--- src/g2g_pkg.sv ---
// ----------------------------------------------------------------------------
// g2g_pkg
// Shared types, constants and the arctangent table of the go-to-goal
// controller.
// ----------------------------------------------------------------------------
package g2g_pkg;

  localparam int COORD_WIDTH_DEF  = 32;
  localparam int CORDIC_STEPS_DEF = 16;

  // angle widths inside the datapath (Q2.29 in ZW and EW, 13 fraction bits in E13W)
  localparam int ZW   = 34;
  localparam int EW   = 36;
  localparam int E13W = EW - 16;

  localparam int ADDR_W = 4;

  localparam int          PI_Q29    = 1686629713;
  localparam logic [15:0] KCOMP_Q16 = 16'd39796;
  localparam logic [30:0] SPEED_MAX = '1;

  localparam logic [15:0] LINEAR_GAIN_RST  = 16'd32768;
  localparam logic [15:0] ANGULAR_GAIN_RST = 16'd32768;
  localparam logic [30:0] DIST_TOL_RST     = 31'd6554;
  localparam logic [14:0] ANGLE_TOL_RST    = 15'd819;

  typedef enum logic {
    CMD_WAYPOINT = 1'b0,
    CMD_POSE     = 1'b1
  } cmd_t;

  typedef enum logic [1:0] {
    REG_LINEAR_GAIN  = 2'd0,
    REG_ANGULAR_GAIN = 2'd1,
    REG_DIST_TOL     = 2'd2,
    REG_ANGLE_TOL    = 2'd3
  } reg_idx_t;

  typedef enum logic [2:0] {
    ST_IDLE,
    ST_LOAD,
    ST_ROTATE,
    ST_SCALE,
    ST_ERROR,
    ST_DECIDE,
    ST_FINISH
  } state_t;

  typedef struct packed {
    logic               command;
    logic signed [31:0] pos_x;
    logic signed [31:0] pos_y;
    logic signed [15:0] heading;
  } item_t;

  typedef struct packed {
    logic [30:0]        linear_speed;
    logic signed [15:0] angular_rate;
    logic               goal_reached;
  } result_t;

  typedef struct packed {
    logic [15:0] linear_gain;
    logic [15:0] angular_gain;
    logic [30:0] distance_tolerance;
    logic [14:0] angle_tolerance;
  } cfg_t;

  // atan(2^-i) in Q2.29, rounded to nearest
  function automatic logic [31:0] atan_q29(input logic [4:0] idx);
    logic [31:0] v;
    unique case (idx)
      5'd0:         v = 32'd421657428;
      5'd1:         v = 32'd248918915;
      5'd2:         v = 32'd131521918;
      5'd3:         v = 32'd66762579;
      5'd4:         v = 32'd33510843;
      5'd5:         v = 32'd16771758;
      5'd6:         v = 32'd8387925;
      5'd7:         v = 32'd4194219;
      5'd8:         v = 32'd2097141;
      5'd9:         v = 32'd1048575;
      5'd30, 5'd31: v = '0;
      default:      v = 32'd1 << (5'd29 - idx);
    endcase
    return v;
  endfunction

endpackage

--- src/go_to_goal_controller_top.sv ---
// Waypoint item: no result; the next item may follow at once.
// Pose item: the sequencer steps through load, rotate, scale, error, decide and finish;
// the result is registered from finish, and the next item is stalled until idle again.
// A waiting result holds the sequencer in its last step until the result transfer.
// Synchronous active-high reset: goal at origin, not armed, registers at defaults.
// ----------------------------------------------------------------------------
// go_to_goal_controller_top
// Rotate-then-drive proportional go-to-goal controller with APB register port.
// ----------------------------------------------------------------------------
module go_to_goal_controller_top
  import g2g_pkg::*;
#(
  parameter int COORD_WIDTH  = COORD_WIDTH_DEF,
  parameter int CORDIC_STEPS = CORDIC_STEPS_DEF
) (
  input  logic              clk,
  input  logic              rst,
  input  logic              item_valid,
  output logic              item_stall,
  input  item_t             item_data,
  output logic              result_valid,
  input  logic              result_stall,
  output result_t           result_data,
  input  logic              psel,
  input  logic              penable,
  input  logic              pwrite,
  input  logic [ADDR_W-1:0] paddr,
  input  logic [31:0]       pwdata,
  output logic [31:0]       prdata,
  output logic              pready
);

  cfg_t     cfg;
  reg_idx_t reg_idx;
  logic     eng_busy, eng_push, res_ready, start;
  result_t  eng_res;

  assign pready  = 1'b1;
  assign reg_idx = reg_idx_t'(paddr[3:2]);

  always_ff @(posedge clk) begin
    if (rst) begin
      cfg.linear_gain        <= LINEAR_GAIN_RST;
      cfg.angular_gain       <= ANGULAR_GAIN_RST;
      cfg.distance_tolerance <= DIST_TOL_RST;
      cfg.angle_tolerance    <= ANGLE_TOL_RST;
    end else if (psel && penable && pwrite && pready) begin
      unique case (reg_idx)
        REG_LINEAR_GAIN:  cfg.linear_gain        <= pwdata[15:0];
        REG_ANGULAR_GAIN: cfg.angular_gain       <= pwdata[15:0];
        REG_DIST_TOL:     cfg.distance_tolerance <= pwdata[30:0];
        REG_ANGLE_TOL:    cfg.angle_tolerance    <= pwdata[14:0];
      endcase
    end
  end

  always_comb begin
    unique case (reg_idx)
      REG_LINEAR_GAIN:  prdata = {16'b0, cfg.linear_gain};
      REG_ANGULAR_GAIN: prdata = {16'b0, cfg.angular_gain};
      REG_DIST_TOL:     prdata = {1'b0, cfg.distance_tolerance};
      REG_ANGLE_TOL:    prdata = {17'b0, cfg.angle_tolerance};
    endcase
  end

  assign item_stall = eng_busy;
  assign start      = item_valid && !item_stall;
  assign res_ready  = !result_valid || !result_stall;

  g2g_engine #(
    .COORD_WIDTH  (COORD_WIDTH),
    .CORDIC_STEPS (CORDIC_STEPS)
  ) u_engine (
    .clk       (clk),
    .rst       (rst),
    .start     (start),
    .item      (item_data),
    .cfg       (cfg),
    .res_ready (res_ready),
    .busy      (eng_busy),
    .res_push  (eng_push),
    .res       (eng_res)
  );

  // output register; frees the engine while a result waits for transfer
  always_ff @(posedge clk) begin
    if (rst) begin
      result_valid <= 1'b0;
    end else if (eng_push) begin
      result_valid <= 1'b1;
    end else if (result_valid && !result_stall) begin
      result_valid <= 1'b0;
    end
  end

  always_ff @(posedge clk) begin
    if (eng_push) begin
      result_data <= eng_res;
    end
  end

endmodule

--- src/g2g_engine.sv ---
// ----------------------------------------------------------------------------
// g2g_engine
// Sequencer and shared datapath: goal store, CORDIC vectoring over one
// shift/add unit, one shared multiplier for scaling and gains.
// ----------------------------------------------------------------------------
module g2g_engine
  import g2g_pkg::*;
#(
  parameter int COORD_WIDTH  = COORD_WIDTH_DEF,
  parameter int CORDIC_STEPS = CORDIC_STEPS_DEF
) (
  input  logic    clk,
  input  logic    rst,
  input  logic    start,
  input  item_t   item,
  input  cfg_t    cfg,
  input  logic    res_ready,
  output logic    busy,
  output logic    res_push,
  output result_t res
);

  localparam int XW = COORD_WIDTH + 3;
  localparam int SW = $clog2(CORDIC_STEPS);
  localparam int MW = (XW > E13W) ? XW : E13W;
  localparam int PW = MW + 18;
  localparam int RW = PW - 16;
  localparam int QW = (RW > 33) ? RW : 33;
  localparam int TW = (XW > 31) ? XW : 31;

  localparam logic signed [ZW-1:0] PI_Z     = ZW'(PI_Q29);
  localparam logic signed [EW-1:0] PI_E     = EW'(PI_Q29);
  localparam logic signed [EW-1:0] TWO_PI_E = PI_E <<< 1;
  localparam logic signed [PW-1:0] RND_HALF = PW'(32768);
  localparam logic signed [QW-1:0] Q_SPEED_MAX = $signed(QW'(SPEED_MAX));
  localparam logic signed [QW-1:0] Q_RATE_MAX  = QW'(32'sd32767);
  localparam logic signed [QW-1:0] Q_RATE_MIN  = QW'(-32'sd32768);
  localparam logic [SW-1:0]        LAST_STEP   = SW'(CORDIC_STEPS - 1);

  state_t state, state_next;

  logic signed [COORD_WIDTH-1:0] goal_x, goal_y;
  logic                          goal_active;
  logic signed [COORD_WIDTH-1:0] px, py, in_x, in_y;
  logic signed [15:0]            hd;
  logic signed [XW-1:0]          x, y;
  logic signed [ZW-1:0]          z;
  logic [SW-1:0]                 cnt;
  logic signed [PW-1:0]          prod;
  logic [XW-1:0]                 goal_dist;
  logic signed [EW-1:0]          err;
  logic signed [E13W-1:0]        err13;
  logic                          far, turn;

  logic signed [MW-1:0]  mul_a;
  logic signed [17:0]    mul_b;
  logic signed [PW-1:0]  mul_p;
  logic signed [RW-1:0]  q;
  logic signed [QW-1:0]  qx;
  logic signed [XW-1:0]  dx, dy, xs, ys;
  logic signed [ZW-1:0]  at;
  logic signed [EW-1:0]  err_raw, err_wrap, err_rnd;
  logic [E13W-1:0]       mag;
  logic                  far_n, turn_n;

  // coordinates narrower than the field use its low bits, wider ones extend it
  if (COORD_WIDTH <= 32) begin : g_narrow
    assign in_x = $signed(item.pos_x[COORD_WIDTH-1:0]);
    assign in_y = $signed(item.pos_y[COORD_WIDTH-1:0]);
  end else begin : g_wide
    assign in_x = $signed({{(COORD_WIDTH-32){1'b0}}, item.pos_x});
    assign in_y = $signed({{(COORD_WIDTH-32){1'b0}}, item.pos_y});
  end

  // shared datapath terms
  always_comb begin
    dx      = XW'(goal_x) - XW'(px);
    dy      = XW'(goal_y) - XW'(py);
    xs      = x >>> cnt;
    ys      = y >>> cnt;
    at      = $signed(ZW'(atan_q29(5'(cnt))));
    err_raw = EW'(z) - $signed({{(EW-32){hd[15]}}, hd, 16'b0});
    if (err > PI_E) begin
      err_wrap = err - TWO_PI_E;
    end else if (err < -PI_E) begin
      err_wrap = err + TWO_PI_E;
    end else begin
      err_wrap = err;
    end
    err_rnd = err_wrap + EW'(32768);
    mag     = err13[E13W-1] ? E13W'(-err13) : E13W'(err13);
    far_n   = goal_active && (TW'(goal_dist) > TW'(cfg.distance_tolerance));
    turn_n  = mag > E13W'(cfg.angle_tolerance);
    mul_p   = mul_a * mul_b;
    q       = RW'((prod + RND_HALF) >>> 16);
    qx      = QW'(q);
  end

  // next state
  always_comb begin
    state_next = state;
    unique case (state)
      ST_IDLE:   if (start && item.command == CMD_POSE) state_next = ST_LOAD;
      ST_LOAD:   state_next = ST_ROTATE;
      ST_ROTATE: if (cnt == LAST_STEP) state_next = ST_SCALE;
      ST_SCALE:  state_next = ST_ERROR;
      ST_ERROR:  state_next = ST_DECIDE;
      ST_DECIDE: state_next = ST_FINISH;
      ST_FINISH: if (res_ready) state_next = ST_IDLE;
      default:   state_next = ST_IDLE;
    endcase
  end

  // control outputs and multiplier operand selection
  always_comb begin
    busy     = (state != ST_IDLE);
    res_push = (state == ST_FINISH) && res_ready;
    mul_a    = MW'(x);
    mul_b    = $signed({2'b00, KCOMP_Q16});
    if (state == ST_DECIDE) begin
      if (turn_n) begin
        mul_a = MW'(err13);
        mul_b = $signed({2'b00, cfg.angular_gain});
      end else begin
        mul_a = $signed(MW'(goal_dist));
        mul_b = $signed({2'b00, cfg.linear_gain});
      end
    end
  end

  // result formatting from the last product
  always_comb begin
    res.linear_speed = '0;
    res.angular_rate = '0;
    res.goal_reached = !far;
    if (far) begin
      if (turn) begin
        if (qx > Q_RATE_MAX) begin
          res.angular_rate = 16'sh7FFF;
        end else if (qx < Q_RATE_MIN) begin
          res.angular_rate = 16'sh8000;
        end else begin
          res.angular_rate = qx[15:0];
        end
      end else begin
        res.linear_speed = (qx > Q_SPEED_MAX) ? SPEED_MAX : qx[30:0];
      end
    end
  end

  always_ff @(posedge clk) begin
    if (rst) begin
      state       <= ST_IDLE;
      goal_x      <= '0;
      goal_y      <= '0;
      goal_active <= 1'b0;
    end else begin
      state <= state_next;
      if (state == ST_IDLE && start && item.command == CMD_WAYPOINT) begin
        goal_x      <= in_x;
        goal_y      <= in_y;
        goal_active <= 1'b1;
      end
      if (state == ST_DECIDE && !far_n) begin
        goal_active <= 1'b0;
      end
    end
  end

  always_ff @(posedge clk) begin
    unique case (state)
      ST_IDLE: begin
        px  <= in_x;
        py  <= in_y;
        hd  <= item.heading;
        cnt <= '0;
      end
      ST_LOAD: begin
        // left half plane: rotate by pi first
        if (dx[XW-1]) begin
          x <= -dx;
          y <= -dy;
          z <= dy[XW-1] ? -PI_Z : PI_Z;
        end else begin
          x <= dx;
          y <= dy;
          z <= '0;
        end
      end
      ST_ROTATE: begin
        if (!y[XW-1]) begin
          x <= x + ys;
          y <= y - xs;
          z <= z + at;
        end else begin
          x <= x - ys;
          y <= y + xs;
          z <= z - at;
        end
        cnt <= cnt + 1'b1;
      end
      ST_SCALE: begin
        prod <= mul_p;
        err  <= err_raw;
      end
      ST_ERROR: begin
        goal_dist <= q[XW-1:0];
        err13     <= err_rnd[EW-1:16];
      end
      ST_DECIDE: begin
        prod <= mul_p;
        far  <= far_n;
        turn <= turn_n;
      end
      ST_FINISH: begin
      end
      default: begin
      end
    endcase
  end

endmodule
--- config.mk ---
export PLATFORM = sky130hd
export DESIGN_NAME = go_to_goal_controller_top
export DESIGN_NICKNAME = d
export VERILOG_FILES = /design/src/g2g_pkg.sv /design/src/go_to_goal_controller_top.sv /design/src/g2g_engine.sv
export SDC_FILE = /design/constraint.sdc
export NUM_CORES = 2
export LEC_CHECK = 0
export BUFFER_PORTS_ARGS = -buffer_cell sky130_fd_sc_hd__buf_2
export CORE_ASPECT_RATIO = 1.75
export CORE_UTILIZATION = 30
export DETAILED_ROUTE_END_ITERATION = 10
export GPL_ROUTABILITY_DRIVEN = 0
export PLACE_DENSITY_LB_ADDON = 0.08
export SLEW_MARGIN = 30
export SYNTH_ARGS = -nofsm -noshare
export SYNTH_HDL_FRONTEND = slang
export SYNTH_SLANG_ARGS = --single-unit
--- constraint.sdc ---
create_clock -name clk -period 12.5 [get_ports clk]
set_clock_uncertainty 0.2 [all_clocks]
set_input_delay 2.5 -clock clk [delete_from_list [all_inputs] [get_ports clk]]
set_output_delay 2.5 -clock clk [all_outputs]
set_load 0.01 [all_outputs]
; ---- After elaboration in Yosys (flattened, before gate mapping)
; Cells that the tools add are included.
[word_totals]
register_bits = 529
latch_bits = 0
ram_bits = 0
mem_bits_ro = 0
inputBits = 124
output_inout_bits = 83
memories = 0
[classes]
add_sub_neg = 18
mul = 1
div = 0
order_cmp = 7
n_eq_ne = 22
n_shift = 3
muxes = 29
n_bitwise = 3
reduce_logical = 33
[op_table]
columns = cell, count
row1 = 32-bit one-hot mux with 10 select lines, 1
row2 = 35-bit 2-to-1 mux, 6
row3 = 35-bit one-hot mux with 2 select lines, 2
row4 = 32-bit one-hot mux with 4 select lines, 1
row5 = 34-bit 2-to-1 mux, 3
row6 = 36-bit 2-to-1 mux, 2
row7 = 35-bit adder, 2
row8 = 35-bit negation, 2
row9 = 35-bit by 4-bit >>> shifter with 35-bit output, 2
row10 = 35-bit subtractor, 2
row11 = 34-bit one-hot mux with 2 select lines, 1
row12 = 32-bit by 32-bit subtractor with 33-bit output, 2
row13 = "53-bit by 17-bit adder with 53-bit output, second input constant", 1
row14 = 35-bit by 17-bit multiplier with 52-bit output, 1
row15 = 16-bit 2-to-1 mux, 3
row16 = "37-bit by 16-bit greater-than comparator with 1-bit output, second input constant", 1
row17 = "37-bit by 32-bit greater-than comparator with 1-bit output, second input constant", 1
row18 = "37-bit by 16-bit < comparator with 1-bit output, second input constant", 1
row19 = "36-bit by 17-bit adder with 36-bit output, second input constant", 1
row20 = "36-bit by 33-bit adder with 36-bit output, second input constant", 1
row21 = "36-bit by 32-bit greater-than comparator with 1-bit output, second input constant", 1
row22 = "36-bit by 32-bit < comparator with 1-bit output, second input constant", 1
row23 = "36-bit by 33-bit subtractor with 36-bit output, second input constant", 1
row24 = 35-bit by 31-bit greater-than comparator with 1-bit output, 1
row25 = 38 further kinds, 76

; ---- Logic depth before layout (Yosys ltp)
[depth]
word_depth = 6
ltp_mapped = 43
mapped_depth_nobuf = 40

; ---- Modules after synthesis
; Synthesis repeated with hierarchy kept, for this count alone.
[unflattened]
hier_cells = 6666
area_unflattened_um2 = 59359.4
[by_module_without_submodules]
columns = mod, n_inst, cells_per_inst, area_each_um2
row1 = g2g_engine, 1, 6261, 53949.2
row2 = go_to_goal_controller_top, 1, 405, 5410.2

; ---- Least setup slack after synthesis
; Ideal clock, no wire load.
[synth_path]
kind = reg-to-reg
from = register u_engine.err13[19]
to = register u_engine.prod[46] (data pin)
setup_time_ps = 258
arrival_time_ps = 9749
t_required_ps = 12042
path_slack_ps = 2294
stages_incl_launch_ff = 39
n_path_buf = 5
synth_period_minus_slack_ps = 10206
cell_sequence = edfxtp_1 > clkbuf_1 > clkbuf_1 > clkbuf_1 > o41ai_1 > xnor2_1 > ha_1 > a21o_1 > a21o_1 > a21oi_1 > o211ai_1 > a21o_1 > a211o_1 > a211oi_4 > buf_6 > buf_12 > mux2i_1 > a21o_1 > [... 3 more ...] > fa_1 > fa_1 > inv_1 > fa_1 > fa_1 > fa_1 > ha_1 > and3_1 > and3_1 > a221oi_1 > a211oi_1 > and4_1 > o21ai_0 > or4_1 > a31oi_1 > o41a_1 > a21oi_1 > xnor2_1
[synth_via]
elab_chain_len = 6
elab_cells_between_ends = 8
cone_classes = add/sub: 1 / mul: 1 / order compare: 1 / mux: 5
[synth_rtl]
columns = item, line
row1 = "start, declared", g2g_engine.sv:52  ; logic signed [E13W-1:0] err13;
row2 = "start signal, assigned", g2g_engine.sv:208  ; err13 <= err_rnd[EW-1:16];
row3 = 20-bit negation, g2g_engine.sv:91  ; mag = err13[E13W-1] ? E13W'(-err13) : E13W'(err13);
row4 = 20-bit 2-to-1 mux, g2g_engine.sv:91
row5 = 20-bit by 15-bit greater-than comparator with 1-bit output, g2g_engine.sv:93  ; turn_n = mag > E13W'(cfg.angle_tolerance);
row6 = 35-bit 2-to-1 mux or 16-bit 2-to-1 mux (tied branches), g2g_engine.sv:121  ; if (turn_n) begin
row7 = 35-bit 2-to-1 mux or 16-bit 2-to-1 mux (tied branches), g2g_engine.sv:120  ; if (state == ST_DECIDE) begin
row8 = 35-bit by 17-bit multiplier with 52-bit output *, g2g_engine.sv:94  ; mul_p = mul_a * mul_b;
row9 = named net u_engine.mul_p[46], g2g_engine.sv:57  ; logic signed [PW-1:0] mul_p;
row10 = "end signal, assigned", g2g_engine.sv:203  ; prod <= mul_p;
row11 = "end signal, assigned", g2g_engine.sv:211  ; prod <= mul_p;
row12 = "end, declared", g2g_engine.sv:49  ; logic signed [PW-1:0] prod;
; Mark *: on every way through the listed nets, which the timed path passes. The rest lies on a longest branch.
; A chain may end at the register's enable or synchronous reset.

; ---- Final worst setup path
[layout_path]
from = register u_engine.err13[6]
to = register u_engine.prod[51] (data pin)
; Same word-level chain as after synthesis.

==> results.md <==
- In the post-synthesis netlist, the biggest area contributors are sky130_fd_sc_hd__edfxtp_1 18%, sky130_fd_sc_hd__fa_1 18%, sky130_fd_sc_hd__ha_1 7.7%.
- The number of instances on the worst hold path is 2.
- The startpoint kind of the worst setup timing path is a register.
- The post-synthesis async set-or-reset flop share is 0.
- The first-pass detailed-route iteration total is 7.
- The number of input and output port buffers inserted is 201.
- After detailed placement, the design holds a cell count of 9483.
- The share of post-route cells with drive strength above 1 is 0.104.
- The routed layout has 48979 vias.
- The initialized floorplan defines 215 standard-cell rows.
- At the pin with the least slew margin, the transition time is 960 ps.
- The final layout contains 7963 nets.
- The worst-skew pair later-pin latency is 750 ps.
- The setup check on the worst reg-to-reg path leaves a slack of 600 ps.
- The number of design rule violations left after detail routing is 0.
- The initial DRC count is 2711.
- The worst register-to-register path begins at u_engine.err13[6].
- The total overflow left after global routing is 0.
- The number of cells produced by synthesis is 6787.
- The core region is 0.196 mm2.
- Of the available clock period, the critical path in the final layout requires 0.952.
- TritonCTS built the clock tree.
- After clock tree synthesis, the clock-pin slew on the worst setup and hold paths is 70 ps.
- The total detailed-routing wirelength is 220 mm.
- The hold violation count in the final report is 0.
- From bottom edge to top edge, the die measures 591 um.
- The worst flop-to-flop path endpoint is u_engine.prod[51].
- The most common library cell in the layout ignoring fill and taps is sky130_fd_sc_hd__nand2_1.
- Once detailed placement completed, the half-perimeter wirelength came to 180 mm.
- In this design, the stage delay of the slowest critical-path cell is 750 ps.
- The distinct cell type count of the synthesized netlist is 107.
- Along the worst path, the maximum fanout reaches 6.
- The number of buffers inserted during clock tree synthesis is 59.
- The sequential fraction of the synthesis area is 0.234.
- The initial antenna violation count is 9.
- The peak clock frequency supported by timing is 0.0840 GHz.
- For this run, the number of Yosys warnings is 0.
- For the worst setup path, the data required time is 12730 ps.
- Dividing the detail-routed wire length by the instance count gives 22.9 um.
- The post-synthesis cell type with the largest combined area is sky130_fd_sc_hd__edfxtp_1.
- The number of cells on the worst reg-to-reg path is 36.
- The startpoint identified for the worst hold timing path is u_engine.goal_x[28].
- The nature of the critical path endpoint is a register.
- The clock net in this run drives a total of 512 sinks.
- Each instance of the synthesized netlist takes up on average 8.77 um2.
- Headroom to the max-slew limit came out at 0.352.
- Setup repair after global routing left no endpoint under its margin.
- In the layout the commonest cells are 928 x sky130_fd_sc_hd__nand2_1, 822 x sky130_fd_sc_hd__inv_1, 589 x sky130_fd_sc_hd__nor2_1, 535 x sky130_fd_sc_hd__fa_1, 526 x sky130_fd_sc_hd__a21oi_1.
- The critical path is of the reg2reg type.
- Max-cap violations in this run came to 0.
- In this run the remaining antenna-violating nets after routing total 0.
- The number of setup violations in the final report is 0.
- In the global route stage, overall resource usage came out at 0.217.
- The die covers 0.200 mm2.
- The number of global-route vias before repair is 51106.
- The type of the worst min-delay path is reg2reg.
- The critical path arrival is 12120 ps.
- The starting density of the core is 0.303.
- The clock passes through at most 3 buffers.
- In this run the post-CTS setup repair buffer count came out at 0.
- The end-of-flow core utilization is 0.337.
- The total standard cell area after synthesis is 0.0595 mm2.
- In the routed layout, each cell is associated on average with a via count of 5.10.
- For hold timing, the worst endpoint is u_engine.goal_x[28].
- The fraction of synthesized cell area taken by the top area cell type is 0.184.
- Entering global routing, the biggest net connects 76 pins.
- The number of cells in the finished layout apart from fillers is 9599.
- In this run the clock root is driven by a sky130_fd_sc_hd__clkbuf_16.
- The run finished with clean final reports.
- The number of register bits inferred by synthesis is 512.
- In this run, synthesis inferred 365 flip-flops with an integrated enable.
- Counting I/O delays and the setup requirement, the final critical path takes 11900 ps.
- Setup total negative slack on the finished layout was measured at 0 ps.
- The H-tree was split into 2 levels.
- The count of final max-slew check failures is 0.
- The critical-path cell with the highest stage delay is sky130_fd_sc_hd__mux2i_1.
- The first-pass GRT wire length is 327 mm.
- The total nets after synthesis is 7810.
- The horizontal die dimension is 339 um.
- The most used flip-flop cell after synthesis is sky130_fd_sc_hd__edfxtp_1.
- Compared with the post-synthesis result, the final layout area differs by 11.4%.
- The I/O pin total is 207.
- The most prevalent standard cell on the critical path is sky130_fd_sc_hd__fa_1.
-- layout make-up --
cell class	count	area, um2
Antenna cell	4	10.0
Clock buffer	75	1580
Clock inverter	37	514
Fill cell	20708	130000
Inverter	825	3100
Multi-Input combinational cell	5121	41100
Sequential cell	512	13900
Tap cell	2604	3260
Timing Repair Buffer	421	2780
-- stage by stage --
| step | hold WS, ps | worst slack, ps | area, um2 |
|---|---|---|---|
| 6_report | 257 | 601 | 66300 |
| 2_1_floorplan | 226 | 2290 | 59500 |
| 4_1_cts | 260 | 203 | 66200 |
| 3_3_place_gp | 245 | 313 | 64100 |
| 5_1_grt | 274 | 137 | 66300 |
| 3_5_place_dp | 252 | 305 | 64100 |
-- worst max path at each step --
stage                        from  depth (start not counted)           endpoint  slack, ps
2_1_floorplan  u_engine.err13[19]                         38  u_engine.prod[46]       2290
3_3_place_gp    u_engine.err13[6]                         38  u_engine.prod[51]        310
3_5_place_dp    u_engine.err13[2]                         38  u_engine.prod[51]        300
4_1_cts         u_engine.err13[6]                         38  u_engine.prod[51]        200
5_1_grt         u_engine.err13[6]                         38  u_engine.prod[51]        140
6_report        u_engine.err13[6]                         36  u_engine.prod[51]        600
-- worst max-delay path, delay by kind of cell (launching register included) --
kind,cells,cell delay [ps]
AO/OA/AOI/OAI,15,4130
flip-flops,1,520
XOR/XNOR,2,200
multiplexers,1,750
AND/OR/NAND/NOR,7,1720
buffers and inverters,3,340
adder cells (fa/ha/maj),8,3690
-- sequential cells by signal, summed over array words and instances, names as in the netlist, 34 cells and up --
register            count
cfg                    78
result_data            48
u_engine.err           35
u_engine.goal_dist     35
u_engine.prod          37
u_engine.x             35
u_engine.y             35
u_engine.z             34
-- Yosys cell counts (28+ instances only) --
| master | instances |
|---|---|
| sky130_fd_sc_hd__o211ai_1 | 35 |
| sky130_fd_sc_hd__nand2b_1 | 44 |
| sky130_fd_sc_hd__nor2_1 | 595 |
| sky130_fd_sc_hd__nor2b_1 | 46 |
| sky130_fd_sc_hd__o31ai_1 | 36 |
| sky130_fd_sc_hd__clkbuf_1 | 198 |
| sky130_fd_sc_hd__nor4_1 | 33 |
| sky130_fd_sc_hd__edfxtp_1 | 365 |
| sky130_fd_sc_hd__dfxtp_1 | 147 |
| sky130_fd_sc_hd__buf_1 | 35 |
| sky130_fd_sc_hd__mux4_2 | 98 |
| sky130_fd_sc_hd__and2_1 | 56 |
| sky130_fd_sc_hd__a21oi_1 | 527 |
| sky130_fd_sc_hd__and3_1 | 65 |
| sky130_fd_sc_hd__o21ai_0 | 224 |
| sky130_fd_sc_hd__mux2i_1 | 115 |
| sky130_fd_sc_hd__nor3_1 | 113 |
| sky130_fd_sc_hd__buf_2 | 62 |
| sky130_fd_sc_hd__nand4_1 | 62 |
| sky130_fd_sc_hd__xnor2_1 | 242 |
| sky130_fd_sc_hd__or2_2 | 28 |
| sky130_fd_sc_hd__a31oi_1 | 61 |
| sky130_fd_sc_hd__fa_1 | 535 |
| sky130_fd_sc_hd__o21a_1 | 52 |
| sky130_fd_sc_hd__a21o_1 | 146 |
| sky130_fd_sc_hd__ha_1 | 364 |
| sky130_fd_sc_hd__or3_1 | 35 |
| sky130_fd_sc_hd__nand3_1 | 98 |
| sky130_fd_sc_hd__nand2_1 | 931 |
| sky130_fd_sc_hd__inv_1 | 823 |
| sky130_fd_sc_hd__xor2_1 | 163 |
| sky130_fd_sc_hd__a211oi_1 | 43 |
-- metal layers --
layer,up-vias,track usage,part of all wire,wire [um]
li1,23419,-,-,-
met1,24357,0.221,0.36,79200
met2,884,0.436,0.56,122000
met3,315,0.0162,0.025,5380
met4,4,0.109,0.057,12600
met5,-,0,0.00012,27
-- cell families (layout without fill, tap and decap cells) --
group | count (synthesis) | after routing | synth area share
flip-flops | 512 | 512 | 0.234
XOR/XNOR | 405 | 405 | 0.0596
buffers and inverters | 1154 | 1358 | 0.0770
other | 2 | 6 | 0.000126
adder cells (fa/ha/maj) | 899 | 899 | 0.257
AO/OA/AOI/OAI | 1375 | 1375 | 0.146
AND/OR/NAND/NOR | 2214 | 2214 | 0.168
multiplexers | 226 | 226 | 0.0589
-- what timing repair did --
action | CTS | global route
hold buffers | 0 | 0
endpoints found under the setup margin | 0 | 4
resized for setup | 0 | 3
Power is not shown: default switching activity piles up to over one toggle a cycle in this logic, so the estimate is an artifact.
